$ cat src/rtl/tlfd_pkg.sv
package tlfd_pkg;

    localparam int NUM_REGS       = 7;
    localparam int REG_IDX_W      = 3;
    localparam int LEN_W          = 16;
    localparam int TYPE_W         = 16;
    localparam int BYTE_W         = 8;
    localparam int HDR_BYTES      = 4;
    localparam int CNT_W          = 3;
    localparam int NUM_TYPES_DEF  = 7;
    localparam int QUEUE_DEPTH_DEF = 2;

    localparam logic [LEN_W-1:0] LEN_RESET [NUM_REGS] = '{
        16'd0, 16'd0, 16'd2, 16'd0, 16'd0, 16'd0, 16'd0
    };

    typedef enum logic [1:0] {
        KIND_PAYLOAD = 2'd0,
        KIND_EMPTY   = 2'd1,
        KIND_ERROR   = 2'd2
    } kind_t;

    typedef struct packed {
        kind_t              kind;
        logic [TYPE_W-1:0]  ftype;
        logic [BYTE_W-1:0]  data;
        logic [LEN_W-1:0]   index;
        logic               last;
    } res_t;

endpackage

$ cat src/rtl/tlfd_front.sv
module tlfd_front
    import tlfd_pkg::*;
#(
    parameter int NUM_TYPES = NUM_TYPES_DEF
)
(
    input  logic                 clk,
    input  logic                 rst_n,
    input  logic                 in_valid,
    input  logic                 full,
    input  logic [BYTE_W-1:0]    rx_byte,
    input  logic                 cfg_write,
    input  logic [REG_IDX_W-1:0] cfg_index,
    input  logic [LEN_W-1:0]     cfg_data,
    output logic                 push,
    output res_t                 res
);

    logic [LEN_W-1:0]  len_reg [NUM_REGS];
    logic [CNT_W-1:0]  cnt_reg, cnt_next;
    logic [31:0]       store_reg, store_next;
    logic [LEN_W-1:0]  rem_reg, rem_next;
    logic [LEN_W-1:0]  pos_reg, pos_next;
    logic              err_reg, err_next;

    logic              take;
    logic [31:0]       shifted;
    logic [TYPE_W-1:0] ftype;
    logic [LEN_W-1:0]  flen;
    logic [LEN_W-1:0]  sel_len;
    logic              type_ok;

    assign take    = in_valid && !full;
    assign shifted = {store_reg[23:0], rx_byte};
    assign ftype   = shifted[31:16];
    assign flen    = shifted[15:0];
    assign type_ok = ftype < TYPE_W'(NUM_TYPES);

    always_comb
    begin
        sel_len = '0;
        for (int i = 0; i < NUM_REGS; i++)
        begin
            if (ftype[REG_IDX_W-1:0] == REG_IDX_W'(i))
            begin
                sel_len = len_reg[i];
            end
        end
    end

    always_comb
    begin
        cnt_next   = cnt_reg;
        store_next = store_reg;
        rem_next   = rem_reg;
        pos_next   = pos_reg;
        err_next   = err_reg;
        push       = 1'b0;
        res        = '0;
        if (take && !err_reg)
        begin
            if (cnt_reg != CNT_W'(HDR_BYTES))
            begin
                store_next = shifted;
                cnt_next   = cnt_reg + 1'b1;
                if (cnt_reg == CNT_W'(HDR_BYTES - 1))
                begin
                    if (!type_ok || flen != sel_len)
                    begin
                        err_next  = 1'b1;
                        push      = 1'b1;
                        res.kind  = KIND_ERROR;
                        res.ftype = ftype;
                        res.last  = 1'b1;
                    end
                    else if (flen == '0)
                    begin
                        cnt_next  = '0;
                        rem_next  = '0;
                        pos_next  = '0;
                        push      = 1'b1;
                        res.kind  = KIND_EMPTY;
                        res.ftype = ftype;
                        res.last  = 1'b1;
                    end
                    else
                    begin
                        rem_next = flen;
                        pos_next = '0;
                    end
                end
            end
            else
            begin
                rem_next  = rem_reg - 1'b1;
                pos_next  = pos_reg + 1'b1;
                push      = 1'b1;
                res.kind  = KIND_PAYLOAD;
                res.ftype = store_reg[31:16];
                res.data  = rx_byte;
                res.index = pos_reg;
                res.last  = (rem_reg == LEN_W'(1));
                if (rem_reg == LEN_W'(1))
                begin
                    cnt_next = '0;
                    pos_next = '0;
                end
            end
        end
    end

    always_ff @(posedge clk or negedge rst_n)
    begin
        if (!rst_n)
        begin
            for (int i = 0; i < NUM_REGS; i++)
            begin
                len_reg[i] <= LEN_RESET[i];
            end
            cnt_reg   <= '0;
            store_reg <= '0;
            rem_reg   <= '0;
            pos_reg   <= '0;
            err_reg   <= 1'b0;
        end
        else
        begin
            for (int i = 0; i < NUM_REGS; i++)
            begin
                if (cfg_write && cfg_index == REG_IDX_W'(i))
                begin
                    len_reg[i] <= cfg_data;
                end
            end
            cnt_reg   <= cnt_next;
            store_reg <= store_next;
            rem_reg   <= rem_next;
            pos_reg   <= pos_next;
            err_reg   <= err_next;
        end
    end

`ifndef NO_ASSERTIONS
    a_quiet_after_error: assert property (@(posedge clk) disable iff (!rst_n)
        err_reg |-> !push)
        else $error("request pushed after header error");

    a_last_restarts_header: assert property (@(posedge clk) disable iff (!rst_n)
        (push && res.kind == KIND_PAYLOAD && res.last) |=> (cnt_reg == '0))
        else $error("header gather did not restart after last payload byte");

    a_cnt_range: assert property (@(posedge clk) disable iff (!rst_n)
        (cnt_reg != CNT_W'(HDR_BYTES)) |-> (rem_reg == '0 || err_reg ||
            cnt_reg == '0 || cnt_reg == CNT_W'(1) || cnt_reg == CNT_W'(2) ||
            cnt_reg == CNT_W'(3)))
        else $error("header count out of range");
`endif

endmodule

$ cat src/rtl/tlfd_queue.sv
module tlfd_queue
    import tlfd_pkg::*;
#(
    parameter int DEPTH = QUEUE_DEPTH_DEF
)
(
    input  logic clk,
    input  logic rst_n,
    input  logic push,
    input  res_t wr_data,
    input  logic pop,
    output res_t rd_data,
    output logic full,
    output logic empty
);

    localparam int PTR_W = (DEPTH > 1) ? $clog2(DEPTH) : 1;
    localparam int CNT_W = $clog2(DEPTH + 1);

    res_t             mem_reg [DEPTH];
    logic [PTR_W-1:0] wr_ptr_reg, rd_ptr_reg;
    logic [CNT_W-1:0] count_reg;
    logic             do_push, do_pop;

    assign full    = (count_reg == CNT_W'(DEPTH));
    assign empty   = (count_reg == '0);
    assign do_push = push && !full;
    assign do_pop  = pop && !empty;
    assign rd_data = mem_reg[rd_ptr_reg];

    always_ff @(posedge clk)
    begin
        if (do_push)
        begin
            mem_reg[wr_ptr_reg] <= wr_data;
        end
    end

    always_ff @(posedge clk or negedge rst_n)
    begin
        if (!rst_n)
        begin
            wr_ptr_reg <= '0;
            rd_ptr_reg <= '0;
            count_reg  <= '0;
        end
        else
        begin
            if (do_push)
            begin
                wr_ptr_reg <= (wr_ptr_reg == PTR_W'(DEPTH - 1)) ? '0 : wr_ptr_reg + 1'b1;
            end
            if (do_pop)
            begin
                rd_ptr_reg <= (rd_ptr_reg == PTR_W'(DEPTH - 1)) ? '0 : rd_ptr_reg + 1'b1;
            end
            if (do_push && !do_pop)
            begin
                count_reg <= count_reg + 1'b1;
            end
            else if (do_pop && !do_push)
            begin
                count_reg <= count_reg - 1'b1;
            end
        end
    end

`ifndef NO_ASSERTIONS
    a_no_overflow: assert property (@(posedge clk) disable iff (!rst_n)
        !(push && full))
        else $error("request pushed into full queue");

    a_no_underflow: assert property (@(posedge clk) disable iff (!rst_n)
        !(pop && empty))
        else $error("request popped from empty queue");
`endif

endmodule

$ cat src/rtl/tlfd_back.sv
module tlfd_back
    import tlfd_pkg::*;
(
    input  logic clk,
    input  logic rst_n,
    input  logic empty,
    input  res_t rd_data,
    output logic pop,
    input  logic out_stall,
    output logic out_valid,
    output res_t out_res
);

    logic valid_reg, valid_next;
    res_t res_reg;

    assign pop        = !empty && (!valid_reg || !out_stall);
    assign valid_next = pop || (valid_reg && out_stall);
    assign out_valid  = valid_reg;
    assign out_res    = res_reg;

    always_ff @(posedge clk)
    begin
        if (pop)
        begin
            res_reg <= rd_data;
        end
    end

    always_ff @(posedge clk or negedge rst_n)
    begin
        if (!rst_n)
        begin
            valid_reg <= 1'b0;
        end
        else
        begin
            valid_reg <= valid_next;
        end
    end

endmodule

$ cat src/rtl/typed_length_frame_deframer_core.sv
// Each result passes from the header parser into the result queue and then into a registered output stage.
// One byte per cycle while the result queue is not full; header parse and result queue work in parallel.
// Input stalls only while the result queue (2 entries by default) is full.
// Reset (async, active low): header gather restarts, error flag clears,
// payload length registers return to defaults (type 2 = 2, others 0).
module typed_length_frame_deframer_core
    import tlfd_pkg::*;
#(
    parameter int NUM_TYPES   = NUM_TYPES_DEF,
    parameter int QUEUE_DEPTH = QUEUE_DEPTH_DEF
)
(
    input  logic                 clk,
    input  logic                 rst_n,
    input  logic                 in_valid,
    output logic                 in_stall,
    input  logic [BYTE_W-1:0]    rx_byte,
    input  logic                 cfg_write,
    input  logic [REG_IDX_W-1:0] cfg_index,
    input  logic [LEN_W-1:0]     cfg_data,
    output logic                 out_valid,
    input  logic                 out_stall,
    output logic [1:0]           result_kind,
    output logic [TYPE_W-1:0]    frame_type,
    output logic [BYTE_W-1:0]    payload_byte,
    output logic [LEN_W-1:0]     byte_index,
    output logic                 frame_last
);

    logic push, pop, full, empty;
    res_t wr_res, rd_res, out_res;

    assign in_stall = full;

    tlfd_front #(
        .NUM_TYPES (NUM_TYPES)
    ) u_front (
        .clk       (clk),
        .rst_n     (rst_n),
        .in_valid  (in_valid),
        .full      (full),
        .rx_byte   (rx_byte),
        .cfg_write (cfg_write),
        .cfg_index (cfg_index),
        .cfg_data  (cfg_data),
        .push      (push),
        .res       (wr_res)
    );

    tlfd_queue #(
        .DEPTH (QUEUE_DEPTH)
    ) u_queue (
        .clk     (clk),
        .rst_n   (rst_n),
        .push    (push),
        .wr_data (wr_res),
        .pop     (pop),
        .rd_data (rd_res),
        .full    (full),
        .empty   (empty)
    );

    tlfd_back u_back (
        .clk       (clk),
        .rst_n     (rst_n),
        .empty     (empty),
        .rd_data   (rd_res),
        .pop       (pop),
        .out_stall (out_stall),
        .out_valid (out_valid),
        .out_res   (out_res)
    );

    assign result_kind  = out_res.kind;
    assign frame_type   = out_res.ftype;
    assign payload_byte = out_res.data;
    assign byte_index   = out_res.index;
    assign frame_last   = out_res.last;

endmodule

$ cat config.mk
export PLATFORM = sky130hd
export DESIGN_NAME = typed_length_frame_deframer_core
export DESIGN_NICKNAME = d
export VERILOG_FILES = /design/src/rtl/tlfd_pkg.sv /design/src/rtl/tlfd_front.sv /design/src/rtl/tlfd_queue.sv /design/src/rtl/tlfd_back.sv /design/src/rtl/typed_length_frame_deframer_core.sv
export SDC_FILE = /design/constraint.sdc
export NUM_CORES = 1
export LEC_CHECK = 0
export ABC_AREA = 1
export BUFFER_PORTS_ARGS = -buffer_cell sky130_fd_sc_hd__buf_2
export CAP_MARGIN = 0
export CORE_UTILIZATION = 60
export DETAILED_ROUTE_END_ITERATION = 8
export PLACE_DENSITY = 0.79
export SLEW_MARGIN = 10
export SYNTH_ARGS = -nofsm -noshare
export SYNTH_HDL_FRONTEND = slang
export SYNTH_HIERARCHICAL = 1
export SYNTH_SLANG_ARGS = --single-unit
$ cat constraint.sdc
create_clock -name clk -period 5.7 [get_ports clk]
set_clock_uncertainty 0.05 [all_clocks]
set_input_delay 0.57 -clock clk [delete_from_list [all_inputs] [get_ports clk]]
set_output_delay 0.57 -clock clk [all_outputs]
set_load 0.1 [all_outputs]
# [Word-level counts from Yosys, hierarchy flattened]
# Memory sizes are Yosys's and may differ from the RTL's. A register that Yosys moved wholly into a read port is not among the register bits.
# Cells that the tools add are included.
[op_classes] add_sub_neg=7 order_cmp=1 eq_ne=19 muxes=38 reduce_logical=36
[op_table] op="2-to-1 mux 16 bit" count=15
[op_table] op="2-to-1 mux 18 bit" count=3
[op_table] op="2-to-1 mux 43 bit" count=1
[op_table] op="2-to-1 mux 24 bit" count=1
[op_table] op="== test 3 bit (second input constant)" count=6
[op_table] op="2-to-1 mux 17 bit" count=1
[op_table] op="adder 16 x 1 -> 16 bit (second input constant)" count=1
[op_table] op="== test 16 x 1 -> 1 bit (second input constant)" count=1
[op_table] op="logical NOT 16 bit" count=1
[op_table] op="less-than comparator 16 x 3 -> 1 bit (second input constant)" count=1
[op_table] op="!= test 16 bit" count=1
[op_table] op="subtractor 16 x 1 -> 16 bit (second input constant)" count=1
[op_table] op="== test 3 x 2 -> 1 bit (second input constant)" count=5
[op_table] op="logical AND 1 bit" count=15
[op_table] op="2-to-1 mux 3 bit" count=5
[op_table] op="2-to-1 mux 1 bit" count=10
[op_table] op="logical NOT 1 bit" count=8
[op_table] op="== test 3 x 1 -> 1 bit (second input constant)" count=2
[op_table] op="logical NOT 3 bit" count=2
[op_table] op="2-to-1 mux 2 bit" count=2
[op_table] op="!= test 2 bit (second input constant)" count=2
[op_table] op="AND reduction 2 bit" count=2
[op_table] op="AND reduction 4 bit" count=1
[op_table] op="nonzero test 2 bit" count=2
[op_table] op="9 further kinds" count=12
[totals] ff_bits=185 mem_bits_rw=86 in_bits=32 output_inout_bits=45 word_cells=118 mem_count=1
[mem_list] name="u_queue.mem_reg" depth=2 width=43 read_ports=1 rd_ports_with_merged_regs=1 wr=1 line="tlfd_queue.sv:20" source="res_t mem_reg [DEPTH];"

# [Depth between registers and ports, before layout]
[depth] word_depth=19 depth_mapped=27 depth_no_buf=26

# [Hierarchy]
# Netlist, hierarchy kept.
[by_module_without_submodules] mod="tlfd_front" n_inst=1 cells_per_inst=1271 area_each_um2=9459.1 seq_area_each_um2=4505.6
[by_module_without_submodules] mod="tlfd_queue" n_inst=1 cells_per_inst=256 area_each_um2=3360.7 seq_area_each_um2=2682.6
[by_module_without_submodules] mod="tlfd_back" n_inst=1 cells_per_inst=47 area_each_um2=1332.5 seq_area_each_um2=1316.3

# [Worst setup path after synthesis]
# No wires, ideal clock.
[synth_path] kind="register to register" startpoint="reg u_front.store_reg[8]" endpoint="mem u_queue/mem_reg[1][0] (netlist name) (enable)" setup_time_ns=0.443 arrival_ns=3.892 required_time_ns=5.207 path_slack_ns=1.314 path_stages_with_launch=18 path_buffers=2 period_less_slack_ns=4.386 cell_sequence="dfrtp_1 -> buf_4 -> nor3_2 -> buf_4 -> nand2_1 -> nand4_1 -> nand2_1 -> nand2_1 -> nand2_1 -> nand3_1 -> nor2_1 -> nand3_1 -> nand2_1 -> nand3_1 -> inv_1 -> nor2_1 -> o21ai_0 -> nor2_1"
[synth_between] elab_chain_len=17 elab_cells_between_ends=25 classes_between="order compare (1); eq/ne (7); mux (13); reduce/logical (4)"
[synth_lines] item="from (decl)" line="tlfd_front.sv:21" source="logic [31:0] store_reg, store_next;"
[synth_lines] item="from (signal assigned)" line="tlfd_front.sv:136" source="store_reg <= store_next;"
[synth_lines] item="logical NOT 3 bit" line="tlfd_front.sv:44" source="if (ftype[REG_IDX_W-1:0] == REG_IDX_W'(i))"
[synth_lines] item="2-to-1 mux 16 bit (7 in series)" line="tlfd_front.sv:44"
[synth_lines] item="!= test 16 bit" line="tlfd_front.sv:68" source="if (!type_ok || flen != sel_len)"
[synth_lines] item="logical OR 1 bit (*)" line="tlfd_front.sv:68"
[synth_lines] item="2-to-1 mux 1 bit (*)" line="tlfd_front.sv:68"
[synth_lines] item="2-to-1 mux 1 bit (*)" line="tlfd_front.sv:66" source="if (cnt_reg == CNT_W'(HDR_BYTES - 1))"
[synth_lines] item="2-to-1 mux 1 bit (*)" line="tlfd_front.sv:62" source="if (cnt_reg != CNT_W'(HDR_BYTES))"
[synth_lines] item="2-to-1 mux 1 bit (*)" line="tlfd_front.sv:60" source="if (take && !err_reg)"
[synth_lines] item="via push" line="typed_length_frame_deframer_core.sv:30" source="logic push, pop, full, empty;"
[synth_lines] item="logical AND 1 bit (*)" line="tlfd_queue.sv:27" source="assign do_push = push && !full;"
[synth_lines] item="2-to-1 mux 1 bit (*)" line="tlfd_queue.sv:33" source="if (do_push)"
[synth_lines] item="2-to-1 mux 1 bit (implied by the code) (*)" line="tlfd_queue.sv:35" source="mem_reg[wr_ptr_reg] <= wr_data;"
[synth_lines] item="to (decl)" line="tlfd_queue.sv:20"
# Mark *: on every way through the listed nets, which the timed path passes. The rest lies on a longest branch.

# [Worst setup path after layout]
[layout_path] startpoint="reg u_front.store_reg[10]" endpoint="mem u_queue/mem_reg[0][15] (netlist name) (enable)"
[layout_between] elab_chain_len=17 elab_cells_between_ends=25 classes_between="order compare (1); eq/ne (7); mux (13); reduce/logical (4)"
[layout_lines] item="logical NOT 3 bit" line="tlfd_front.sv:44"
[layout_lines] item="2-to-1 mux 16 bit (7 in series)" line="tlfd_front.sv:44"
[layout_lines] item="!= test 16 bit" line="tlfd_front.sv:68"
[layout_lines] item="logical OR 1 bit (*)" line="tlfd_front.sv:68"
[layout_lines] item="2-to-1 mux 1 bit (*)" line="tlfd_front.sv:68"
[layout_lines] item="2-to-1 mux 1 bit (*)" line="tlfd_front.sv:66"
[layout_lines] item="2-to-1 mux 1 bit (*)" line="tlfd_front.sv:62"
[layout_lines] item="2-to-1 mux 1 bit (*)" line="tlfd_front.sv:60"
[layout_lines] item="via push" line="typed_length_frame_deframer_core.sv:30"
[layout_lines] item="logical AND 1 bit (*)" line="tlfd_queue.sv:27"
[layout_lines] item="via u_queue.do_push" line="tlfd_queue.sv:23" source="logic do_push, do_pop;"
[layout_lines] item="2-to-1 mux 1 bit (*)" line="tlfd_queue.sv:33"
[layout_lines] item="2-to-1 mux 1 bit (implied by the code) (*)" line="tlfd_queue.sv:35"
# Marks and branches as above.

==> Flow_metrics.wiki <==
{| class="wikitable"
! Metric !! Value
|-
| Status || finished clean
|-
| Synthesized area || 0.0142 sq mm
|-
| First-pass GRT wire length || 52700 um
|-
| Total Nets Final || 1659
|-
| Largest net degree at the start of global routing || 74
|-
| Starting Density || 61.8%
|-
| Placed Cells incl. Taps || 1899
|-
| Synth Instances || 1574
|-
| Die outline width || 156 um
|-
| Source-to-sink clock delay at the later pin of the worst-skew pair || 0.58 ns
|-
| I/O pin count || 77
|-
| Setup repair bufs after CTS || 0
|-
| Headroom to the max-slew limit || 24.4%
|-
| Number of enable flip-flop cells after synthesis || 129
|-
| Most frequent cells in the layout || nand2_1 (527), dfrtp_1 (184), o21ai_0 (183)
|-
| Wire length after detailed routing || 32000 um
|-
| Rows || 55
|-
| Placeable Area || 0.0229 sq mm
|-
| Final setup fails || 0
|-
| Synthesis warning total || 6
|-
| TritonCTS clock tree || done
|-
| Slew at the pin closest to its max-slew limit || 1.13 ns
|-
| Clock transition at the registers of the reported paths || 0.06 ns
|-
| Number of nets still failing antenna checks after routing || 0
|-
| Kind of end point of the critical path || flip-flop
|-
| Most common library cell in the layout ignoring fill and taps || nand2_1
|-
| DR vias/cell || 5.60
|-
| Final hold slack || 0.182 ns
|-
| Number of max-cap violations || 0
|-
| Total DRC errors in the routed layout || 0
|-
| GR Util All Layers || 27.3%
|-
| Static power due to leakage || 7.11 nW
|-
| Number of H-tree levels || 1
|-
| Wirelength per Cell || 16.3 um
|-
| Layout cell share with drive strength beyond 1 || 11.0%
|-
| Die Outline Area || 0.0242 sq mm
|-
| Cts bufs inserted || 31
|-
| Remaining global-route overflow || 0
|-
| Height of the die || 156 um
|-
| Total power density per cell area || 545 mW/mm^2
|-
| Final worst-path setup slack || 1.41 ns
|-
| Critical Path AT || 4.45 ns
|-
| Top Family by Delay on Critical Path || simple AND/OR/NAND/NOR gates
|-
| Number of storage elements in the synthesis netlist || 314
|-
| Sequential share of the synthesized area || 60.1%
|-
| Pre-CTS setup slack || 1.53 ns
|-
| Antenna violations before repair || 1
|-
| Post-DP HPWL || 20700 um
|-
| Slowest CP cell || inv_2
|-
| Cell type with the highest occurrence count on the critical path || nand2_1
|-
| Peak supply drop || 370 uV
|-
| Crit Path Max Fanout || 43
|-
| Clock Tree Buf Depth || 3
|-
| Synth async-reset ratio || 58.9%
|-
| Total clock sinks || 314
|-
| Port Buffers || 76
|-
| Setup repair after global routing missed its margin || no
|-
| CTS Hold Buffers Added || 1
|-
| Time the final worst path needs with I/O delays and setup || 4.29 ns
|-
| Startpoint class of the critical path || flip-flop
|-
| Critical path, cell by cell || inv_2 -> nand2_2 -> or2_2 -> nand2_1 -> nand4_1 -> nand2_1 -> nand2_1 -> nand2_1 -> nor2_1 -> nand2_1 -> nor2_1 -> nand3_1 -> nand2_1 -> nand3_1 -> inv_1 -> nor2_1 -> inv_1 -> nor2_2 -> nand2_1 -> inv_1 -> buf_4
|-
| First-pass iteration count of the detailed router || 7
|-
| Layout area overhead || 11.7%
|-
| Buf+Inv Stages, Crit Path || 5
|-
| Post-synthesis cell type count || 38
|-
| Vias in the first global route || 10500
|-
| Post-Syn Nets || 1613
|-
| Classification of the worst setup path || flip-flop to flip-flop
|-
| Non-filler cells in the finished layout || 1958
|-
| Final Wtd Congestion || 0.933
|-
| Period utilization || 75.3%
|-
| Slowest cell delay on critical path || 0.48 ns
|-
| Summed negative setup slack over all endpoints || 0 ns
|-
| Resized cells post-CTS || 0
|-
| Max reg flops || 112
|-
| Required time of the worst setup path || 5.86 ns
|-
| Prevailing post-synth register cell || dfrtp_1
|-
| Total power || 8.61 mW
|-
| Iteration-0 DRC Markers || 1039
|-
| Detailed-route via count || 11000
|-
| Fin. Hold Viols || 0
|-
| Number of pins with negative max-slew slack in the final report || 0
|-
| Worst hold path type || input port to flip-flop
|-
| Clk root buf || clkbuf_16
|-
| Mapped Avg Cell Area || 8.99 sq um
|-
| Fmax achieved || 0.233 GHz
|}
==> synth_stat cells, types with 2 or more instances <==
| cell | count | area share, % |
|---|---|---|
| nand2_1 | 528 | 14 |
| dfrtp_1 | 184 | 33 |
| o21ai_0 | 183 | 6.5 |
| edfxtp_1 | 129 | 27 |
| inv_1 | 122 | 3.2 |
| nor2_1 | 80 | 2.1 |
| nand3_1 | 73 | 2.6 |
| nand4_1 | 68 | 3.0 |
| clkbuf_1 | 55 | 1.5 |
| nor3_1 | 30 | 1.1 |
| or2_2 | 19 | 0.84 |
| a21oi_1 | 16 | 0.57 |
| xor2_1 | 12 | 0.74 |
| buf_4 | 10 | 0.53 |
| buf_2 | 8 | 0.28 |
| ha_1 | 7 | 0.62 |
| or2_0 | 6 | 0.27 |
| nor4_1 | 5 | 0.22 |
| a31oi_1 | 4 | 0.18 |
| nor2_2 | 4 | 0.18 |
| or2_1 | 4 | 0.18 |
| buf_1 | 3 | 0.080 |
| buf_6 | 3 | 0.24 |
| clkinv_1 | 3 | 0.080 |
| a22oi_1 | 2 | 0.11 |
| inv_2 | 2 | 0.053 |
| nand2_2 | 2 | 0.088 |
| nor3_2 | 2 | 0.14 |
==> tightest hold or removal path: stages <==
cell and delay (ns):
buf_2 0.11, nand2_1 0.05, nand2_1 0.05
==> report_power, final <==
| group | switching (mW) | internal [mW] |
|---|---|---|
| logic | 2.54 | 0.698 |
| clock network | 0.867 | 1.30 |
| registers | 0.303 | 2.90 |
| total | 3.71 | 4.90 |
==> metrics by stage <==
stage	instance area [sq um]	utilization, %
floorplan	14200	-
global placement	14700	64.2
detailed placement	14700	64.2
CTS	15800	69.0
global route	15800	69.0
finish	15800	69.0
==> path summary, 6_finish.rpt <==
| kind | from | to | slack [ns] | cells past startpoint |
|---|---|---|---|---|
| worst max-delay path | u_front/store_reg[10]$_DFFE_PN0P_ | u_queue/mem_reg[0][15]$_DFFE_PP_ | 1.41 | 21 |
| worst min-delay path | out_stall | u_back/out_valid$_DFF_PN0_ | 0.18 | 3 |
| worst max register to register | u_front/store_reg[10]$_DFFE_PN0P_ | u_queue/mem_reg[0][15]$_DFFE_PP_ | 1.41 | 21 |
| worst min register to register | u_front/pos_reg[13]$_DFFE_PN0P_ | u_front/pos_reg[13]$_DFFE_PN0P_ | 0.42 | 2 |
| max in group asynchronous | rst_n | u_front/pos_reg[4]$_DFFE_PN0P_ | 3.82 | 3 |
| min in group asynchronous | rst_n | u_front/len_reg[105]$_DFFE_PN0P_ | 0.46 | 2 |
==> per-layer routing <==
| layer | GRT usage (%) | vias to the layer above | routed length (um) |
|---|---|---|---|
| li1 | - | 5276 | - |
| met1 | 36.3 | 5157 | 13300 |
| met2 | 44.9 | 433 | 15000 |
| met3 | 4.14 | 104 | 2230 |
| met4 | 12.1 | 0 | 1460 |
| met5 | 0 | - | 0 |
==> cells by family after synthesis <==
kind of cell	synth area share, %
AO/OA/AOI/OAI	7.54
XOR/XNOR	0.805
adder cells (fa/ha/maj)	0.619
buffers and inverters	6.00
flip-flops	60.1
AND/OR/NAND/NOR	24.9
==> layout make-up <==
cell class              instances  area, sq um
clock buffers                  37          818
fillers                      1708         7100
flip-flops and latches        314         8500
repair buffers                 92          509
diodes                          1         2.50
well taps                     313          392
multi-input cells            1053         4830
inverters                     128          483
clock inverters                20          277
Note: power is estimated with default switching activity, not from simulation.
